**src/akf_pkg.sv**
```systemverilog
`default_nettype none
package akf_pkg;

  // Fixed-point format of estimate, covariance and gain.
  localparam int FRAC_BITS = 16;

  // Field and state widths.
  localparam int READ_W = 16;
  localparam int EST_W = 32;
  localparam int GAIN_W = 17;
  localparam int COV_W = 26;
  localparam int P_W = 27;
  localparam int DEN_W = 28;
  localparam int DIFF_W = 33;
  localparam int NS_W = 24;
  localparam int ME_W = 25;
  localparam int SPAN_W = 16;

  // Shared serial units.
  localparam int MUL_A_W = 48;
  localparam int MUL_B_W = 32;
  localparam int DIV_R_W = 29;
  localparam int DIV_D_W = 43;
  localparam int DIV_V_W = 28;
  localparam int CNT_W = 6;

  // Ports.
  localparam int CFG_IDX_W = 2;
  localparam int CFG_DATA_W = 32;
  localparam int S_TDATA_W = 16;
  localparam int M_TDATA_W = 56;

  localparam logic [GAIN_W-1:0] GAIN_ONE = GAIN_W'(1) << FRAC_BITS;

  typedef enum logic [CFG_IDX_W-1:0] {
    REG_NOISE_SCALE,
    REG_MEAS_ERROR,
    REG_SENSOR_SPAN,
    REG_INIT_EST
  } reg_index_t;

  typedef enum logic [2:0] {
    ST_IDLE,
    ST_QDIV,
    ST_QSQ,
    ST_NSMUL,
    ST_KDIV,
    ST_EMUL,
    ST_PMUL,
    ST_DONE
  } state_t;

endpackage
`default_nettype wire

```
**src/adaptive_scalar_kalman_filter.sv**
```systemverilog
`default_nettype none
// One bit-serial divider (33 and 17 steps) and one bit-serial multiplier (32, 24, 17 and 17
// steps) run in turn between an accepted reading and its result item in the output register.
// A new reading is taken only once the previous result item is loaded into the output register;
// the calculation only waits in its last state while the previous result item has not been taken.
// Reset (synchronous, active high) restores the configuration defaults and clears the state.
module adaptive_scalar_kalman_filter (
  input  logic                            clk,
  input  logic                            rst,
  // reading [15:0]
  input  logic                            s_tvalid,
  output logic                            s_tready,
  input  logic [akf_pkg::S_TDATA_W-1:0]   s_tdata,
  // estimate [31:0], gain [48:32], zero fill [55:49]
  output logic                            m_tvalid,
  input  logic                            m_tready,
  output logic [akf_pkg::M_TDATA_W-1:0]   m_tdata,
  input  logic                            cfg_we,
  input  logic [akf_pkg::CFG_IDX_W-1:0]   cfg_index,
  input  logic [akf_pkg::CFG_DATA_W-1:0]  cfg_data
);
  import akf_pkg::*;

  state_t state, state_next;
  logic   go;

  // Configuration.
  logic [NS_W-1:0]   noise_scale;
  logic [ME_W-1:0]   meas_error;
  logic [SPAN_W-1:0] sensor_span;
  logic [SPAN_W-1:0] span_eff;

  // Filter state.
  logic signed [EST_W-1:0] prev_estimate;
  logic signed [EST_W-1:0] last_output;
  logic [COV_W-1:0]        covariance;

  // Working registers.
  logic [DIFF_W-1:0]       dmag;
  logic [DIFF_W-1:0]       emag;
  logic                    eneg;
  logic [EST_W-1:0]        q;
  logic [MUL_A_W-1:0]      sq;
  logic [P_W-1:0]          p;
  logic [GAIN_W-1:0]       k;
  logic signed [EST_W-1:0] x;

  // Combinational helpers.
  logic signed [EST_W-1:0]  rd_fx;
  logic signed [DIFF_W-1:0] dd;
  logic signed [DIFF_W-1:0] ed;
  logic [DEN_W-1:0]         den;
  logic [GAIN_W-1:0]        delta;
  logic [DIFF_W-1:0]        mag;
  logic signed [EST_W+2:0]  xsum;
  logic [P_W-1:0]           np;
  logic                     in_acc;
  logic                     out_load;

  // Serial unit interface.
  logic                         div_start, div_done;
  logic [DIV_R_W-1:0]           div_rem_init;
  logic [DIV_D_W-1:0]           div_dividend;
  logic [DIV_V_W-1:0]           div_divisor;
  logic [CNT_W-1:0]             div_iters;
  logic [DIV_D_W-1:0]           div_quo;
  logic                         mul_start, mul_done;
  logic [MUL_A_W-1:0]           mul_a;
  logic [MUL_B_W-1:0]           mul_b;
  logic [CNT_W-1:0]             mul_iters;
  logic [MUL_A_W+MUL_B_W-1:0]   mul_prod;

  akf_div u_div (
    .clk      (clk),
    .rst      (rst),
    .start    (div_start),
    .rem_init (div_rem_init),
    .dividend (div_dividend),
    .divisor  (div_divisor),
    .iters    (div_iters),
    .done     (div_done),
    .quotient (div_quo)
  );

  akf_mul u_mul (
    .clk     (clk),
    .rst     (rst),
    .start   (mul_start),
    .a       (mul_a),
    .b       (mul_b),
    .iters   (mul_iters),
    .done    (mul_done),
    .product (mul_prod)
  );

  // Arithmetic around the serial units.
  always_comb begin
    rd_fx    = EST_W'($signed(s_tdata)) <<< FRAC_BITS;
    dd       = DIFF_W'(last_output) - DIFF_W'(rd_fx);
    ed       = DIFF_W'(rd_fx) - DIFF_W'(prev_estimate);
    span_eff = (sensor_span == '0) ? SPAN_W'(1) : sensor_span;
    den      = {1'b0, p} + DEN_W'(meas_error);
    // A scaled product of 2^32 or more is at least one after the fraction shift.
    delta    = (mul_prod[79:40] != '0) ? GAIN_ONE : {1'b0, mul_prod[39:24]};
    mag      = mul_prod[63:31];
    xsum     = eneg ? (35'(prev_estimate) - $signed({2'b0, mag}))
                    : (35'(prev_estimate) + $signed({2'b0, mag}));
    np       = mul_prod[57:31];
  end

  // Next state.
  always_comb begin
    state_next = state;
    unique case (state)
      ST_IDLE:  if (s_tvalid) state_next = ST_QDIV;
      ST_QDIV:  if (div_done) state_next = ST_QSQ;
      ST_QSQ:   if (mul_done) state_next = ST_NSMUL;
      ST_NSMUL: if (mul_done) state_next = ST_KDIV;
      ST_KDIV:  if (div_done) state_next = ST_EMUL;
      ST_EMUL:  if (mul_done) state_next = ST_PMUL;
      ST_PMUL:  if (mul_done) state_next = ST_DONE;
      ST_DONE:  if (!m_tvalid || m_tready) state_next = ST_IDLE;
      default:  state_next = ST_IDLE;
    endcase
  end

  // Outputs of the sequencer: launches and operand selection.
  always_comb begin
    s_tready     = 1'b0;
    out_load     = 1'b0;
    div_start    = 1'b0;
    div_rem_init = '0;
    div_dividend = '0;
    div_divisor  = '0;
    div_iters    = '0;
    mul_start    = 1'b0;
    mul_a        = '0;
    mul_b        = '0;
    mul_iters    = '0;
    unique case (state)
      ST_IDLE: s_tready = 1'b1;
      ST_QDIV: begin
        div_start    = go;
        div_dividend = {dmag, 10'b0};
        div_divisor  = DIV_V_W'(span_eff);
        div_iters    = CNT_W'(DIFF_W);
      end
      ST_QSQ: begin
        mul_start = go;
        mul_a     = MUL_A_W'(q);
        mul_b     = q;
        mul_iters = CNT_W'(MUL_B_W);
      end
      ST_NSMUL: begin
        mul_start = go;
        mul_a     = sq;
        mul_b     = MUL_B_W'(noise_scale);
        mul_iters = CNT_W'(NS_W);
      end
      ST_KDIV: begin
        // Start with half of P in the remainder so the first step yields the integer bit.
        div_start    = go;
        div_rem_init = DIV_R_W'(p[P_W-1:1]);
        div_dividend = {p[0], 42'b0};
        div_divisor  = den;
        div_iters    = CNT_W'(GAIN_W);
      end
      ST_EMUL: begin
        mul_start = go;
        mul_a     = MUL_A_W'(emag);
        mul_b     = MUL_B_W'(k);
        mul_iters = CNT_W'(GAIN_W);
      end
      ST_PMUL: begin
        mul_start = go;
        mul_a     = MUL_A_W'(p);
        mul_b     = MUL_B_W'(GAIN_ONE - k);
        mul_iters = CNT_W'(GAIN_W);
      end
      ST_DONE: out_load = !m_tvalid || m_tready;
      default: ;
    endcase
  end

  assign in_acc = s_tvalid && s_tready;

  // State register; go marks the first cycle in each state.
  always_ff @(posedge clk) begin
    if (rst) begin
      state <= ST_IDLE;
      go    <= 1'b0;
    end else begin
      state <= state_next;
      go    <= state_next != state;
    end
  end

  // Configuration registers and filter state.
  always_ff @(posedge clk) begin
    if (rst) begin
      noise_scale   <= NS_W'(65536);
      meas_error    <= ME_W'(65536);
      sensor_span   <= SPAN_W'(65535);
      prev_estimate <= '0;
      last_output   <= '0;
      covariance    <= '0;
    end else begin
      if (cfg_we) begin
        unique case (reg_index_t'(cfg_index))
          REG_NOISE_SCALE: noise_scale   <= cfg_data[NS_W-1:0];
          REG_MEAS_ERROR:  meas_error    <= cfg_data[ME_W-1:0];
          REG_SENSOR_SPAN: sensor_span   <= cfg_data[SPAN_W-1:0];
          REG_INIT_EST:    prev_estimate <= $signed(cfg_data);
          default: ;
        endcase
      end
      if (state == ST_PMUL && mul_done) begin
        covariance    <= np[P_W-1] ? {COV_W{1'b1}} : np[COV_W-1:0];
        prev_estimate <= x;
        last_output   <= x;
      end
    end
  end

  // Working registers, loaded as a reading is accepted and as each step of the calculation completes.
  always_ff @(posedge clk) begin
    if (in_acc) begin
      dmag <= dd[DIFF_W-1] ? DIFF_W'(-dd) : DIFF_W'(dd);
      emag <= ed[DIFF_W-1] ? DIFF_W'(-ed) : DIFF_W'(ed);
      eneg <= ed[DIFF_W-1];
    end
    if (state == ST_QDIV && div_done) begin
      q <= div_quo[EST_W] ? {EST_W{1'b1}} : div_quo[EST_W-1:0];
    end
    if (state == ST_QSQ && mul_done) begin
      sq <= mul_prod[63:16];
    end
    if (state == ST_NSMUL && mul_done) begin
      p <= {1'b0, covariance} + P_W'(delta);
    end
    if (state == ST_KDIV && div_done) begin
      k <= (den == '0) ? '0 : div_quo[GAIN_W-1:0];
    end
    if (state == ST_EMUL && mul_done) begin
      if (xsum > 35'sh07FFFFFFF) begin
        x <= 32'sh7FFFFFFF;
      end else if (xsum < -35'sh080000000) begin
        x <= 32'sh80000000;
      end else begin
        x <= xsum[EST_W-1:0];
      end
    end
  end

  // Output register.
  always_ff @(posedge clk) begin
    if (rst) begin
      m_tvalid <= 1'b0;
    end else if (out_load) begin
      m_tvalid <= 1'b1;
    end else if (m_tready) begin
      m_tvalid <= 1'b0;
    end
  end

  always_ff @(posedge clk) begin
    if (out_load) begin
      m_tdata <= {7'b0, k, x};
    end
  end

endmodule
`default_nettype wire

```
**src/akf_div.sv**
```systemverilog
`default_nettype none
module akf_div (
  input  logic                         clk,
  input  logic                         rst,
  input  logic                         start,
  input  logic [akf_pkg::DIV_R_W-1:0]  rem_init,
  input  logic [akf_pkg::DIV_D_W-1:0]  dividend,
  input  logic [akf_pkg::DIV_V_W-1:0]  divisor,
  input  logic [akf_pkg::CNT_W-1:0]    iters,
  output logic                         done,
  output logic [akf_pkg::DIV_D_W-1:0]  quotient
);
  import akf_pkg::*;

  logic [DIV_R_W-1:0] rem;
  logic [DIV_D_W-1:0] dvd;
  logic [DIV_V_W-1:0] vsr;
  logic [CNT_W-1:0]   cnt;
  logic               busy;
  logic [DIV_R_W-1:0] trial;
  logic [DIV_R_W-1:0] diff;
  logic               fits;

  // One restoring step: bring down the next dividend bit and try the subtraction.
  always_comb begin
    trial = {rem[DIV_R_W-2:0], dvd[DIV_D_W-1]};
    fits  = trial >= {1'b0, vsr};
    diff  = trial - {1'b0, vsr};
  end

  // Iteration counter and completion pulse.
  always_ff @(posedge clk) begin
    if (rst) begin
      busy <= 1'b0;
      done <= 1'b0;
      cnt  <= '0;
    end else begin
      done <= 1'b0;
      if (start) begin
        busy <= 1'b1;
        cnt  <= iters;
      end else if (busy) begin
        cnt <= cnt - 1'b1;
        if (cnt == CNT_W'(1)) begin
          busy <= 1'b0;
          done <= 1'b1;
        end
      end
    end
  end

  // Remainder, dividend and quotient shift registers.
  always_ff @(posedge clk) begin
    if (start) begin
      rem      <= rem_init;
      dvd      <= dividend;
      vsr      <= divisor;
      quotient <= '0;
    end else if (busy) begin
      rem      <= fits ? diff : trial;
      dvd      <= {dvd[DIV_D_W-2:0], 1'b0};
      quotient <= {quotient[DIV_D_W-2:0], fits};
    end
  end

endmodule
`default_nettype wire

```
**src/akf_mul.sv**
```systemverilog
`default_nettype none
module akf_mul (
  input  logic                                  clk,
  input  logic                                  rst,
  input  logic                                  start,
  input  logic [akf_pkg::MUL_A_W-1:0]           a,
  input  logic [akf_pkg::MUL_B_W-1:0]           b,
  input  logic [akf_pkg::CNT_W-1:0]             iters,
  output logic                                  done,
  output logic [akf_pkg::MUL_A_W+akf_pkg::MUL_B_W-1:0] product
);
  import akf_pkg::*;

  logic [MUL_A_W-1:0] areg;
  logic [MUL_A_W-1:0] hi;
  logic [MUL_B_W-1:0] lo;
  logic [CNT_W-1:0]   cnt;
  logic               busy;
  logic [MUL_A_W:0]   sum;

  // Add the multiplicand when the current multiplier bit is set.
  always_comb begin
    sum = {1'b0, hi} + (lo[0] ? {1'b0, areg} : '0);
  end

  assign product = {hi, lo};

  // Iteration counter and completion pulse.
  always_ff @(posedge clk) begin
    if (rst) begin
      busy <= 1'b0;
      done <= 1'b0;
      cnt  <= '0;
    end else begin
      done <= 1'b0;
      if (start) begin
        busy <= 1'b1;
        cnt  <= iters;
      end else if (busy) begin
        cnt <= cnt - 1'b1;
        if (cnt == CNT_W'(1)) begin
          busy <= 1'b0;
          done <= 1'b1;
        end
      end
    end
  end

  // Partial product shifts right one bit per cycle while busy; used multiplier bits drop out below.
  always_ff @(posedge clk) begin
    if (start) begin
      areg <= a;
      hi   <= '0;
      lo   <= b;
    end else if (busy) begin
      hi <= sum[MUL_A_W:1];
      lo <= {sum[0], lo[MUL_B_W-1:1]};
    end
  end

endmodule
`default_nettype wire

```
**config.mk**
```make
export PLATFORM = sky130hd
export DESIGN_NAME = adaptive_scalar_kalman_filter
export DESIGN_NICKNAME = d
export VERILOG_FILES = /design/src/akf_pkg.sv /design/src/adaptive_scalar_kalman_filter.sv /design/src/akf_div.sv /design/src/akf_mul.sv
export SDC_FILE = /design/constraint.sdc
export NUM_CORES = 2
export LEC_CHECK = 0
export BUFFER_PORTS_ARGS = -buffer_cell sky130_fd_sc_hd__buf_2
export CORE_MARGIN = 2
export CORE_UTILIZATION = 35
export CTS_CLUSTER_SIZE = 24
export DETAILED_ROUTE_END_ITERATION = 7
export HOLD_SLACK_MARGIN = 0.03
export PLACE_DENSITY = 0.53
export SETUP_SLACK_MARGIN = 0.2
export SYNTH_ARGS = -nofsm -noshare
export SYNTH_HDL_FRONTEND = slang
export SYNTH_SLANG_ARGS = --single-unit
```
**constraint.sdc**
```tcl
create_clock -name clk -period 6.45 [get_ports clk]
set_input_delay 0.3225 -clock clk [delete_from_list [all_inputs] [get_ports clk]]
set_output_delay 0.3225 -clock clk [all_outputs]
set_load 0.05 [all_outputs]
```
# Word level (Yosys, flattened, before mapping)
# Index checks and enable logic that the tools add are counted.
# Widths: inputs -> output; s select.
[op_classes]
n_mux = 52
n_eq_ne = 13
order_cmp = 3
bitwise_logic = 2
addsub = 13
n_reduce_logical = 28
[op_table]
columns = ["operator", "n"]
rows = [
  ["$mux 32", 8],
  ["$pmux 48 s4", 1],
  ["$pmux 32 s4", 1],
  ["$mux 43", 2],
  ["$pmux 43 s2", 1],
  ["$mux 28", 3],
  ["$neg 33->33", 2],
  ["$sub 32x32->33", 2],
  ["$pmux 28 s2", 1],
  ["$mux 26", 2],
  ["$add 48x49->49", 1],
  ["$mux 48", 1],
  ["$reduce_bool 40->1", 1],
  ["$add 32x34->35", 1],
  ["$gt 35x32->1 const B", 1],
  ["$lt 35x32->1 const B", 1],
  ["$mux 35", 1],
  ["$sub 32x34->35", 1],
  ["$ge 29x28->1", 1],
  ["$add 27x25->28", 1],
  ["$logic_not 28->1", 1],
  ["$sub 28x28->28", 1],
  ["$add 26x17->27", 1],
  ["$mux 3", 8],
  ["other kinds (28)", 67],
]
[word_totals]
out_inout_bits = 58
wordCells = 144
register_bits = 708

# Longest topological paths before layout
[logic_depth]
ltp_word = 5
mapped_depth = 23
mapped_depth_nobuf = 20

# Modules after synthesis
# A second synthesis with hierarchy kept.
[hier_totals]
cells_unflattened = 4196
area_unflattened_um2 = 40836.7
[by_module_without_submodules]
columns = ["mod", "cells_per_inst", "seq_area_each_um2", "area_per_inst_um2", "n_inst"]
rows = [
  ["adaptive_scalar_kalman_filter", 2770, 11370.9, 25485.7, 1],
  ["akf_mul", 763, 3523.4, 7786.2, 1],
  ["akf_div", 663, 3993.8, 7564.8, 1],
]

# Worst setup path after synthesis
# No wires, ideal clock.
[synth_path]
path_kind = "register -> register"
start = "register u_mul.lo[31]"
end = "register x[30], data pin"
period_less_slack_ns = 4.388
setup_time_ns = 0.254
required_time_ns = 6.196
path_slack_ns = 2.062
stages_incl_launch_ff = 21
t_arrival_ns = 4.134
cell_sequence = "edfxtp_1 > inv_1 > ha_1 > nor4bb_1 > nor3b_2 > and3_1 > a21oi_1 > xnor2_1 > ha_1 > clkbuf_1 > a21o_1 > a21o_1 > a21oi_1 > nand2_1 > or3_1 > nand2_1 > mux2i_1 > inv_1 > o31a_1 > buf_2 > o21a_1"
[synth_via]
elab_chain_cells = 4
[synth_lines]
columns = ["item", "line_no", "source"]
rows = [
  ["from (decl)", "akf_mul.sv:16", "logic [MUL_B_W-1:0] lo;"],
  ["from (signal assigned)", "akf_mul.sv:57", "lo <= {sum[0], lo[MUL_B_W-1:1]};"],
  ["$add 32x34->35 / $sub 32x34->35 (equally long branches)", "adaptive_scalar_kalman_filter.sv:107, adaptive_scalar_kalman_filter.sv:106", ""],
  ["$mux 35 *", "adaptive_scalar_kalman_filter.sv:106", "xsum = eneg ? (35'(prev_estimate) - $signed({2'b0, mag}))"],
  ["$lt 35x32->1", "adaptive_scalar_kalman_filter.sv:247", "end else if (xsum < -35'sh080000000) begin"],
  ["$mux 32", "adaptive_scalar_kalman_filter.sv:247", ""],
  ["to (signal assigned)", "adaptive_scalar_kalman_filter.sv:250", "x <= xsum[EST_W-1:0];"],
  ["to (decl)", "adaptive_scalar_kalman_filter.sv:46", "logic signed [EST_W-1:0] x;"],
]
# Every way passes the cells marked *; elsewhere a longest branch is shown, timed or not.
# A chain may end at the register's enable or synchronous reset.

# Worst setup path after layout
[layout_path]
start = "register u_mul.lo[31]"
end = "register x[23], data pin"
# The elaborated chain is that of the path after synthesis.

==> metrics.md <==
| Metric | Value |
|---|---|
| Status | `complete, no violations` |
| Core footprint | `110000 um^2` |
| Global-route wire length before repair | `183 mm` |
| RSZ-0062 raised after global routing | `false` |
| Most Used Layer, Global Route | `met2` |
| M1 GR Usage | `29.3%` |
| Final core occ | `39.8%` |
| Final nets | `4325` |
| Slew @ Worst Pin | `1.21 ns` |
| Post-synth ARST share | `0%` |
| DR WL/cell | `22.0 um` |
| Largest net degree at the start of global routing | `90` |
| Area contributors post-synth | `edfxtp_1 34%, dfxtp_1 13%, ha_1 6.2%` |
| Relative slew margins | `19.0%` |
| Hold crit path type | `in -> reg` |
| Final setup TNS | `0 ns` |
| Post-synthesis sequential area ratio | `47.3%` |
| Cells along the critical path | `inv_1, ha_1, nor4bb_1, nor3b_2, nor2_1, xnor2_1, ha_1, a21oi_1, a21boi_0, a311oi_1, o31ai_1, a211oi_1, o21ai_0, a21oi_1, xor2_1, o31a_1, buf_4, o21a_1` |
| Clk_lat worst skew | `0.67 ns` |
| Avg Inst Size Synth | `9.69 um^2` |
| Clock Skew | `0.0341 ns` |
| Share of layout cells above drive strength 1 | `9.32%` |
| Post-synth cell types | `89` |
| Root buf cell | `clkbuf_16` |
| CTS tree | `yes` |
| First-pass DRT Iterations | `8` |
| Gp weighted congestion | `0.918` |
| Vias in the first global route | `28400` |
| I/O Buffers | `105` |
| # DRC | `0` |
| Worst Setup End Kind | `register` |
| DR vias/cell | `5.39` |
| Crit path required time | `6.96 ns` |
| Area grow syn2layout | `13.0%` |
| P per Cell Area | `282 nW/um^2` |
| Antenna violations before repair | `3` |
| Max Freq | `0.175 GHz` |
| Ys flop type | `edfxtp_1` |
| Pleak | `16.8 nW` |
| Tot GR Track Use | `21.4%` |
| Die H | `337 um` |
| Post-Syn Instances | `4010` |
| Num CTS Buffers | `82` |
| Io pins | `113` |
| Wirelength, routed | `124 mm` |
| Yosys top cell by area | `edfxtp_1` |
| ANT nets after route | `0` |
| Post-CTS Setup Inserts | `0` |
| Fin crit share | `88.6%` |
| Slew Limit Fails | `0` |
| Setup CP Type | `reg -> reg` |
| Finished Layout Cells | `5633` |
| Crit path max fanout | `31` |
| GR Layer Usage met3 | `5.06%` |
| Row cnt | `122` |
| Met2 Resource Use GR | `33.5%` |
| Fin crit period | `5.72 ns` |
| Critical path launch point type | `register` |
| Maximum buffer depth of the clock tree | `3` |
| Largest delay contributor family on the critical path | `compound AO/OA/AOI/OAI gates` |
| Synthesized cell area | `38900 um^2` |
| Clock Pin Slew Worst Setup and Hold Paths | `0.06 ns` |
| FF+latch count, synth | `698` |
| Grt ovf | `0` |
| Worst vdd ir | `175 uV` |
| DR iter-0 viols | `2865` |
| H-tree Lvls | `3` |
| Die Wd | `337 um` |
| Ys Warns | `0` |
| Final hold viol count | `0` |
| Area share of the largest cell type after synthesis | `34.1%` |
| Slowest CP cell | `nor4bb_1` |
| Die area | `114000 um^2` |
| Max Cap Viol | `0` |
| Worst Path Buf+Inv | `2` |
| Post-Place Cells | `5447` |
| Final-report setup violation count | `0` |
| Initial Utilization | `35.2%` |
| DR vias | `30400` |
| Number of synthesized flops with an enable pin | `441` |
| Worst path max stage delay | `0.59 ns` |
| Fill count | `10900` |
| Final HPWL DP | `91.4 mm` |
| CTS sink cnt | `698` |
| CP arrival | `6.22 ns` |
## final cells by class
| type | count | area, um^2 | share of cell area [%] |
|---|---|---|---|
| Clock buffer | 114 | 2360 | 5.36 |
| Clock inverter | 40 | 407 | 0.926 |
| Inverter | 132 | 498 | 1.13 |
| Timing Repair Buffer | 179 | 1160 | 2.64 |
| Tap cell | 1488 | 1860 | 4.24 |
| Sequential cell | 698 | 18400 | 41.9 |
| Antenna cell | 3 | 7.51 | 0.0171 |
| Multi-Input combinational cell | 2979 | 19300 | 43.8 |
## metrics by stage
step | area, um^2 | setup slack [ns] | hold slack, ns | power [mW]
2_1_floorplan | 38900 | 2.06 | 0.426 | 6.98
3_3_place_gp | 40900 | 0.854 | 0.430 | 7.67
3_5_place_dp | 40900 | 0.745 | 0.439 | 7.68
4_1_cts | 43900 | 0.709 | 0.0309 | 12.5
5_1_grt | 43900 | 0.288 | 0.0665 | 12.9
6_report | 43900 | 0.734 | 0.0731 | 12.4
## flip-flops by register name, indices dropped and copies added, names as in the netlist, 24 cells and up
register	cells
p	27
q	32
covariance	26
u_mul.hi	48
u_div.rem	28
u_div.vsr	28
last_output	32
prev_estimate	32
u_div.dvd	33
meas_error	25
m_tdata	49
noise_scale	24
dmag	33
sq	48
emag	33
u_mul.areg	48
u_div.quotient	33
x	32
u_mul.lo	32
## power breakdown
part	leakage, nW	internal, mW	total (mW)	switching (mW)
registers	6.11	5.01	5.24	0.231
clock network	1.35	2.81	4.78	1.97
logic	9.32	0.941	2.39	1.44
total	16.8	8.76	12.4	3.64
## cells in the mapped netlist (all sizes together) (9+ instances only)
master,number
and3,24
nand4,23
o31ai,18
nor4b,10
o31a,15
a222oi,13
or2,48
xnor2,195
nand3b,26
nor2b,30
clkbuf,172
and4,9
o21ai,172
nor4,27
a21oi,292
mux2,15
o211ai,16
buf,35
a21o,90
o21bai,25
or3,26
mux2i,71
a32oi,9
edfxtp,441
dfxtp,257
nand2b,29
nand3,62
nor2,334
a22o,42
xor2,99
a21boi,10
nor3b,13
nand2,492
inv,131
and2,113
a211oi,42
ha,192
o21a,50
a311oi,37
a22oi,49
a31oi,38
nor3,135
## layout by cell type, fill, tap and decap left out, drive strengths merged, types with 50 or more instances in the layout
master	instances
nand2	492
edfxtp	441
nor2	334
a21oi	292
dfxtp	257
xnor2	195
ha	192
o21ai	172
buf	150
inv	136
nor3	135
clkbuf	114
and2	113
xor2	99
a21o	90
mux2i	71
nand3	62
o21a	50
## worst min-delay path, delay by kind of cell
family,cells,cell delay [ns]
and+or+nand+nor,1,0.09
AOI/OAI and AO/OA,1,0.05
buffers and inverters,1,0.19
## logic make-up (layout without fill, tap and decap cells)
kind of cell | after synthesis | after routing | share of synthesized area (%)
AO/OA/AOI/OAI | 978 | 978 | 16.5
XOR/XNOR | 294 | 294 | 6.62
adder cells (fa/ha/maj) | 198 | 198 | 6.49
buffers and inverters | 339 | 465 | 3.42
flip-flops | 698 | 698 | 47.3
multiplexers | 86 | 86 | 2.27
other | 1 | 10 | 0.00965
AND/OR/NAND/NOR | 1416 | 1416 | 17.4
## final timing paths
path / from / to / slack, ns / depth (start not counted)
max: u_mul.lo[31]$_DFFE_PP_ / x[23]$_SDFFCE_PN1P_ / 0.73 / 18
min: cfg_data[22] / meas_error[22]$_SDFFE_PP0P_ / 0.07 / 3
max reg2reg: u_mul.lo[31]$_DFFE_PP_ / x[23]$_SDFFCE_PN1P_ / 0.73 / 18
min reg2reg: u_mul.lo[18]$_DFFE_PP_ / sq[2]$_DFFE_PP_ / 0.45 / 0
## layer usage
layer / part of all wire, % / up-vias
met2: 45 / 920
met5: 0.010 / -
met1: 45 / 14600
li1: - / 14600
met4: 2.9 / 2
met3: 7.4 / 177
## repair_timing
action	in CTS	in global routing
hold buffers	29	0
setup endpoints to repair	0	5
endpoints found under the hold margin	61	0
gates resized for setup	0	1
No activity file was read; power rests on OpenSTA's default activity.
